`config.mk`:
```
export PLATFORM = sky130hd
export DESIGN_NAME = multi_key_majority_debouncer_core
export DESIGN_NICKNAME = d
export VERILOG_FILES = /design/src/hdl/mkmd_pkg.sv /design/src/hdl/multi_key_majority_debouncer_core.sv /design/src/hdl/mkmd_key_ram.sv /design/src/hdl/mkmd_vote_logic.sv
export SDC_FILE = /design/constraint.sdc
export NUM_CORES = 1
export LEC_CHECK = 0
export BUFFER_PORTS_ARGS = -buffer_cell sky130_fd_sc_hd__buf_2
export CAP_MARGIN = 20
export CORE_MARGIN = 3
export CORE_UTILIZATION = 35
export DETAILED_ROUTE_END_ITERATION = 8
export PLACE_DENSITY_LB_ADDON = 0.12
export SYNTH_ARGS = -nofsm -noshare
export SYNTH_HDL_FRONTEND = slang
export SYNTH_SLANG_ARGS = --single-unit
```
`constraint.sdc`:
```
create_clock -name aclk -period 12.6 [get_ports aclk]
set_input_delay 0.63 -clock aclk [delete_from_list [all_inputs] [get_ports aclk]]
set_output_delay 0.63 -clock aclk [all_outputs]
set_load 0.05 [all_outputs]
```
`src/hdl/mkmd_pkg.sv`:
```
// Shared types and constants for the multi-key majority debouncer.
// Holds the transfer payload structs, the per-key entry layout and the register map.
// No dependencies.
package mkmd_pkg;

    localparam int KEY_IDX_W       = 3;
    localparam int CNT_W           = 16;
    localparam int KEY_COUNT_DEF   = 8;
    localparam int APB_ADDR_W      = 3;
    localparam int APB_DATA_W      = 32;

    localparam logic [CNT_W-1:0] VOTE_LIMIT_RESET = 16'd16;

    // Register index (word address bit of the APB port)
    localparam logic REG_VOTE_LIMIT = 1'b0;

    typedef enum logic [1:0] {
        KEY_OFF  = 2'd0,
        KEY_ON   = 2'd1,
        KEY_VOTE = 2'd2
    } key_status_t;

    typedef struct packed {
        key_status_t      status;
        logic             prev_value;
        logic [CNT_W-1:0] ones_count;
        logic [CNT_W-1:0] zeros_count;
    } key_entry_t;

    localparam key_entry_t ENTRY_RESET = '{
        status:      KEY_VOTE,
        prev_value:  1'b0,
        ones_count:  '0,
        zeros_count: '0
    };

    typedef struct packed {
        logic [KEY_IDX_W-1:0] key_index;
        logic                 pin_level;
    } in_item_t;

    typedef struct packed {
        logic [KEY_IDX_W-1:0] key_echo;
        logic [1:0]           key_state;
        logic                 stable_value;
        logic                 vote_started;
        logic                 vote_done;
    } out_item_t;

endpackage

```
`src/hdl/multi_key_majority_debouncer_core.sv`:
```
// Top level of the multi-key majority debouncer.
// Depends on mkmd_pkg, mkmd_key_ram and mkmd_vote_logic.
//
// Usage:
//   s_ channel: one pin sample per transfer (key_index, pin_level).
//   m_ channel: one result per sample (key_echo, key_state, stable_value,
//               vote_started, vote_done), in input order.
//   APB port:   register 0 at byte address 0 holds vote_limit (16 bits,
//               reset 16). Write it only while no samples are in flight.
// An accepted sample is registered in the read stage, then in the output
//   register, before its result shows on m_. Throughput: one sample per
//   cycle while m_ready is high, back to back, also for repeated samples of
//   the same key; the state memory (one read and one write per cycle) sets that rate.
// Reset (aresetn low, synchronous): every key returns to voting with
//   cleared counters; cleared valid bits mark keys whose memory entry is stale.
// Stall: while m_ready is low the result is held in the output register,
//   one more sample waits in the read stage, and s_ready drops after that.
module multi_key_majority_debouncer_core
    import mkmd_pkg::*;
#(
    parameter int KEY_COUNT = KEY_COUNT_DEF
) (
    input  logic                  aclk,
    input  logic                  aresetn,
    // sample channel
    input  logic                  s_valid,
    output logic                  s_ready,
    input  in_item_t              s_data,
    // result channel
    output logic                  m_valid,
    input  logic                  m_ready,
    output out_item_t             m_data,
    // configuration port
    input  logic                  psel,
    input  logic                  penable,
    input  logic                  pwrite,
    input  logic [APB_ADDR_W-1:0] paddr,
    input  logic [APB_DATA_W-1:0] pwdata,
    output logic [APB_DATA_W-1:0] prdata,
    output logic                  pready
);

    localparam int ADDR_W = (KEY_COUNT > 1) ? $clog2(KEY_COUNT) : 1;
    localparam int EXT_W  = (ADDR_W > KEY_IDX_W) ? ADDR_W : KEY_IDX_W;

    // ---------------------------------------------------------------
    // Configuration register
    // ---------------------------------------------------------------
    logic [CNT_W-1:0] vote_limit_reg;
    logic             cfg_write;

    assign pready    = 1'b1;
    assign cfg_write = psel && penable && pwrite && pready;

    always_ff @(posedge aclk) begin
        if (!aresetn) begin
            vote_limit_reg <= VOTE_LIMIT_RESET;
        end else if (cfg_write && paddr[2] == REG_VOTE_LIMIT) begin
            vote_limit_reg <= pwdata[CNT_W-1:0];
        end
    end

    // read back; word address bit selects the register
    assign prdata = (paddr[2] == REG_VOTE_LIMIT)
                    ? {{(APB_DATA_W-CNT_W){1'b0}}, vote_limit_reg} : '0;

    // ---------------------------------------------------------------
    // Input decode
    // ---------------------------------------------------------------
    logic [EXT_W-1:0]  in_idx_ext;
    logic [ADDR_W-1:0] in_addr;
    logic              in_range;
    logic              in_xfer;

    assign in_idx_ext = EXT_W'(s_data.key_index);
    assign in_addr    = in_idx_ext[ADDR_W-1:0];
    assign in_range   = (int'(s_data.key_index) < KEY_COUNT);

    // ---------------------------------------------------------------
    // Read stage: memory read in flight, item held until it can advance
    // ---------------------------------------------------------------
    logic              s1_valid_reg, s1_valid_next;
    in_item_t          s1_item_reg;
    logic [ADDR_W-1:0] s1_addr_reg;
    logic              s1_range_reg;
    logic              byp_hit_reg, byp_hit_next;
    key_entry_t        byp_data_reg;
    logic              s1_advance;

    logic              m_valid_reg, m_valid_next;
    out_item_t         m_data_reg;

    key_entry_t        ram_rd_data;
    key_entry_t        cur_entry;
    key_entry_t        new_entry;
    out_item_t         result;
    logic              wr_en;

    logic [KEY_COUNT-1:0] vld_reg;

    // advance when the output register is free or is being drained
    assign s1_advance = s1_valid_reg && (!m_valid_reg || m_ready);
    assign s_ready    = !s1_valid_reg || s1_advance;
    assign in_xfer    = s_valid && s_ready;
    assign wr_en      = s1_advance && s1_range_reg;

    // A write to the same key at the edge the new read is issued is not
    // seen by that read: flag it and forward the written entry instead.
    assign byp_hit_next  = in_xfer ? (wr_en && (s1_addr_reg == in_addr)) : byp_hit_reg;
    assign s1_valid_next = in_xfer ? 1'b1 : (s1_advance ? 1'b0 : s1_valid_reg);

    always_ff @(posedge aclk) begin
        if (!aresetn) begin
            s1_valid_reg <= 1'b0;
            byp_hit_reg  <= 1'b0;
        end else begin
            s1_valid_reg <= s1_valid_next;
            byp_hit_reg  <= byp_hit_next;
        end
    end

    always_ff @(posedge aclk) begin
        if (in_xfer) begin
            s1_item_reg  <= s_data;
            s1_addr_reg  <= in_addr;
            s1_range_reg <= in_range;
        end
        if (wr_en) begin
            byp_data_reg <= new_entry;
        end
    end

    // valid bits: an entry never written reads as the reset entry
    always_ff @(posedge aclk) begin
        if (!aresetn) begin
            vld_reg <= '0;
        end else if (wr_en) begin
            vld_reg[s1_addr_reg] <= 1'b1;
        end
    end

    mkmd_key_ram #(
        .DEPTH  (KEY_COUNT),
        .ADDR_W (ADDR_W)
    ) u_key_ram (
        .aclk    (aclk),
        .wr_en   (wr_en),
        .wr_addr (s1_addr_reg),
        .wr_data (new_entry),
        .rd_en   (in_xfer && in_range),
        .rd_addr (in_addr),
        .rd_data (ram_rd_data)
    );

    always_comb begin
        if (byp_hit_reg) begin
            cur_entry = byp_data_reg;
        end else if (s1_range_reg && vld_reg[s1_addr_reg]) begin
            cur_entry = ram_rd_data;
        end else begin
            cur_entry = ENTRY_RESET;
        end
    end

    mkmd_vote_logic u_vote_logic (
        .cur_entry  (cur_entry),
        .item       (s1_item_reg),
        .in_range   (s1_range_reg),
        .vote_limit (vote_limit_reg),
        .new_entry  (new_entry),
        .result     (result)
    );

    // ---------------------------------------------------------------
    // Output register: hold the result until the m_ transfer completes
    // ---------------------------------------------------------------
    assign m_valid_next = s1_advance ? 1'b1 : ((m_valid_reg && m_ready) ? 1'b0 : m_valid_reg);

    always_ff @(posedge aclk) begin
        if (!aresetn) begin
            m_valid_reg <= 1'b0;
        end else begin
            m_valid_reg <= m_valid_next;
        end
    end

    always_ff @(posedge aclk) begin
        if (s1_advance) begin
            m_data_reg <= result;
        end
    end

    assign m_valid = m_valid_reg;
    assign m_data  = m_data_reg;

endmodule

```
`src/hdl/mkmd_key_ram.sv`:
```
// Per-key state memory: one write port, one read port with registered read data.
// Depends on mkmd_pkg for the entry layout.
module mkmd_key_ram
    import mkmd_pkg::*;
#(
    parameter int DEPTH  = KEY_COUNT_DEF,
    parameter int ADDR_W = 3
) (
    input  logic              aclk,
    input  logic              wr_en,
    input  logic [ADDR_W-1:0] wr_addr,
    input  key_entry_t        wr_data,
    input  logic              rd_en,
    input  logic [ADDR_W-1:0] rd_addr,
    output key_entry_t        rd_data
);

    key_entry_t mem [DEPTH];
    key_entry_t rd_data_reg;

    always_ff @(posedge aclk) begin
        if (wr_en) begin
            mem[wr_addr] <= wr_data;
        end
    end

    always_ff @(posedge aclk) begin
        if (rd_en) begin
            rd_data_reg <= mem[rd_addr];
        end
    end

    assign rd_data = rd_data_reg;

endmodule

```
`src/hdl/mkmd_vote_logic.sv`:
```
// Vote update for one key sample: next entry and the result item.
// Depends on mkmd_pkg for entry and payload types.
module mkmd_vote_logic
    import mkmd_pkg::*;
(
    input  key_entry_t       cur_entry,
    input  in_item_t         item,
    input  logic             in_range,
    input  logic [CNT_W-1:0] vote_limit,
    output key_entry_t       new_entry,
    output out_item_t        result
);

    logic [CNT_W-1:0] ones_inc;
    logic [CNT_W-1:0] zeros_inc;
    logic             started;
    logic             done;

    assign ones_inc  = (cur_entry.ones_count == '1) ? cur_entry.ones_count
                                                    : cur_entry.ones_count + 1'b1;
    assign zeros_inc = (cur_entry.zeros_count == '1) ? cur_entry.zeros_count
                                                     : cur_entry.zeros_count + 1'b1;

    always_comb begin
        new_entry = cur_entry;
        started   = 1'b0;
        done      = 1'b0;
        case (cur_entry.status)
            KEY_OFF, KEY_ON: begin
                // settled: a differing sample opens a vote, seeded with this sample
                if (item.pin_level != cur_entry.status[0]) begin
                    new_entry.status      = KEY_VOTE;
                    new_entry.prev_value  = cur_entry.status[0];
                    new_entry.ones_count  = {{(CNT_W-1){1'b0}}, item.pin_level};
                    new_entry.zeros_count = {{(CNT_W-1){1'b0}}, ~item.pin_level};
                    started               = 1'b1;
                end
            end
            KEY_VOTE: begin
                if (item.pin_level) begin
                    new_entry.ones_count = ones_inc;
                end else begin
                    new_entry.zeros_count = zeros_inc;
                end
                if (new_entry.ones_count >= vote_limit ||
                    new_entry.zeros_count >= vote_limit) begin
                    // tie settles to off
                    new_entry.status = (new_entry.ones_count > new_entry.zeros_count)
                                       ? KEY_ON : KEY_OFF;
                    done             = 1'b1;
                end
            end
            default: begin
                new_entry = cur_entry;
            end
        endcase
    end

    always_comb begin
        result.key_echo = item.key_index;
        if (in_range) begin
            result.key_state    = new_entry.status;
            result.stable_value = (new_entry.status == KEY_OFF || new_entry.status == KEY_ON)
                                  ? new_entry.status[0] : new_entry.prev_value;
            result.vote_started = started;
            result.vote_done    = done;
        end else begin
            result.key_state    = '0;
            result.stable_value = 1'b0;
            result.vote_started = 1'b0;
            result.vote_done    = 1'b0;
        end
    end

endmodule

```
==> flow_metrics.env <==
export IMPL_largest_reg_flops=280
export IMPL_place_congestion=0.855
export IMPL_synth_seq_cells=387
export IMPL_r2r_slack_ns=6.18
export IMPL_die_area_um2=52100
export IMPL_r2r_cells=20
export IMPL_drv_cap=0
export IMPL_yosys_warnings=0
export IMPL_htreeDepth=2
export IMPL_required_ns=12.88
export IMPL_grt_max_degree=52
export IMPL_cts_resized=0
export IMPL_startpoint_type="flip-flop"
export IMPL_drt_iter0_markers=652
export IMPL_power_frac_clock=0.405
export IMPL_layout_drive_gt1_share=0.227
export IMPL_grt_pass1_vias=9817
export IMPL_cts_root_buf="clkbuf_16"
export IMPL_wl_per_cell_um=22.2
export IMPL_dr_pass1_iters=5
export IMPL_row_count=80
export IMPL_antenna_found_initial=0
export IMPL_drtAntennaViolNets=0
export IMPL_grt_pass1_wl_um=62400
export IMPL_startpoint="s1_addr_reg[0]"
export IMPL_layout_min_cycle_time_ns=6.42
export IMPL_power_density_nw_per_um2=151
export IMPL_clk_pin_slew_worst_paths_ns=0.06
export IMPL_fmax_mhz=156
export IMPL_routed_via_count=9709
export IMPL_skew_ns=0.0168
export IMPL_holdBufCountCts=0
export IMPL_final_hold_viol_count=0
export IMPL_timing_final_crit_share=0.509
export IMPL_synth_area_leaders="edfxtp_1, mux4_2, ha_1"
export IMPL_nFillCells=4356
export IMPL_die_w_um=228
export IMPL_cts_sinks=387
export IMPL_post_cts_setup_buffers=0
export IMPL_yosysTopAreaCell="edfxtp_1"
export IMPL_setup_viol=0
export IMPL_core_area_um2=48200
export IMPL_endpoint_kind="flip-flop"
export IMPL_irDropWorstVdd_mv=0.0823
export IMPL_drcViolationCount=0
export IMPL_timing_hold_worst_class="in2reg"
export IMPL_final_area_um2=19700
export IMPL_wirelength_um=41100
export IMPL_critPathKind="reg2reg"
export IMPL_synth_flop_cell="edfxtp_1"
export IMPL_nNetsFinal=1260
export IMPL_final_setup_tns_ns=0
export IMPL_arrival_ns=6.69
export IMPL_leakage_uw=0.00675
export IMPL_placed_area_um2=18300
export IMPL_rsz0062_at_grt="false"
export IMPL_regToRegEndpoint="u_key_ram.mem[0][34]"
export IMPL_synthDistinctLibCells=67
export IMPL_final_util=0.409
export IMPL_cell_internal_pwr_uw=2280
export IMPL_cts_inserted_buffers=43
export IMPL_synth_edf_count=360
export IMPL_port_buffers=53
export IMPL_synthesis_area_um2=17300
export IMPL_slew_violations=0
export IMPL_syn_instance_count=1092
export IMPL_synth_top_area_frac=0.626
export IMPL_reg2reg_from="s1_addr_reg[0]"
export IMPL_worstMarginPinSlew_ns=0.991
export IMPL_power_switching_uw=693
export IMPL_initial_core_util=0.358
export IMPL_drt_vias_per_instance=5.24
export IMPL_cts_buffer_depth=3
export IMPL_grtUsageTotal=0.157
export IMPL_place_hpwl_um=24400
export IMPL_pwr_share_seq=0.498
export IMPL_cts_tree="built"
export IMPL_max_slew_margin_rel=0.333
export IMPL_diodes=0
export IMPL_dieHeight_um=228
export IMPL_crit_end="u_key_ram.mem[0][34]"
export IMPL_yosysMostFrequentCell="edfxtp_1"
export IMPL_syn_to_final_growth_pct=14.2
export IMPL_outcome="finished clean"
export IMPL_synth_area_per_cell_um2=15.8
export IMPL_overflow=0
export IMPL_synthArstFlopShare=0
export IMPL_clkLatencyLatePin_ns=0.55
export IMPL_synth_seq_area_share=0.657
export IMPL_cp_max_fo=28
export IMPL_comb_power_share=0.097
export IMPL_ys_top_cells_by_count="edfxtp_1, mux4_2, nand2_1"
export IMPL_ioPinCount=89
export IMPL_switching_share=0.233
[through the flow]
stage	total power [uW]	hold slack, ns	worst slack [ns]	std cells
floorplan	1710	0.421	7.10	1107
global placement	1790	0.447	5.94	1765
detailed placement	1790	0.452	5.90	1765
CTS	3010	0.251	5.86	1844
global route	3100	0.257	5.64	1853
finish	2970	0.283	6.18	1853
[worst min-delay path by stage]
stage                   start        endpoint  slack, ns  cells past startpoint
6_report            s_data[0]  s1_item_reg[0]       0.28                      1
5_1_grt             s_data[0]  s1_item_reg[0]       0.26                      1
3_5_place_dp       vld_reg[2]      vld_reg[2]       0.45                      1
3_3_place_gp       vld_reg[2]      vld_reg[2]       0.45                      1
4_1_cts             s_data[0]  s1_item_reg[0]       0.25                      1
2_1_floorplan  s1_addr_reg[0]       m_data[5]       0.42                      0
[metal layers]
layer,track usage,routed length [um],up-vias
met3,0.0230,1630,54
met5,0,0,-
met1,0.226,19600,4965
li1,-,-,4454
met2,0.252,19100,236
met4,0.0410,767,0
[cells in the final DEF (no fill, tap or decap), types with 5 or more instances in the layout]
master,n
nor2_1,44
a31oi_1,7
o21ai_0,23
clkbuf_1,12
clkbuf_16,44
nand4_1,15
xnor2_1,15
clkinv_1,12
dfxtp_1,26
mux2i_1,8
nand2b_1,11
a21o_1,10
or3_1,5
a41o_1,6
a21oi_1,26
and3_1,9
mux2_2,39
nand3_1,12
a22oi_1,18
nand2_1,58
a32o_1,7
a22o_1,5
mux4_2,70
a32oi_1,10
buf_4,23
buf_2,54
a21boi_0,15
nor2b_1,13
conb_1,17
o22ai_1,6
o21a_1,14
nor3_1,13
inv_1,38
ha_1,51
nor4_1,7
edfxtp_1,360
xor2_1,9
[worst max-delay path: stages, from the launching register on]
cell and delay, ns:
edfxtp_1 0.64, mux2i_1 0.21, a221oi_4 0.27, buf_4 0.41
and2_1 0.19, buf_4 0.30, a22o_1 0.28, ha_1 0.25
nand3_1 0.21, a31oi_1 0.60, nor2b_1 0.31, xnor2_1 0.27
ha_1 0.33, a21o_1 0.18, a21o_1 0.17, a21oi_1 0.12
o21ai_0 0.09, a21o_1 0.18, a211oi_1 0.50, nor2_1 0.13
nor2_1 0.46
[final cells by class]
cell class              instances  area (um^2)  share of cell area
clock buffers                  58         1170              0.0595
clock inverters                21          186             0.00945
inverters                      40          150             0.00761
multi-input cells             608         5530               0.280
flip-flops and latches        387        11400               0.575
well taps                     656          821              0.0416
repair buffers                 83          520              0.0264
[kinds of logic after synthesis]
family,synth area share
flip-flops,0.657
AND/OR/NAND/NOR,0.0630
AO/OA/AOI/OAI,0.0790
multiplexers,0.122
buffers and inverters,0.0295
adder cells (fa/ha/maj),0.0369
XOR/XNOR,0.0122
other,0.000435
[power by group through the flow]
stage               combinational, uW  sequential [uW]  clock, uW
floorplan                         202             1510          0
global route                      320             1480       1300
detailed placement                287             1510          0
CTS                               288             1480       1240
finish                            289             1480       1200
global placement                  284             1510          0
Power figures use the tool's default switching activity.
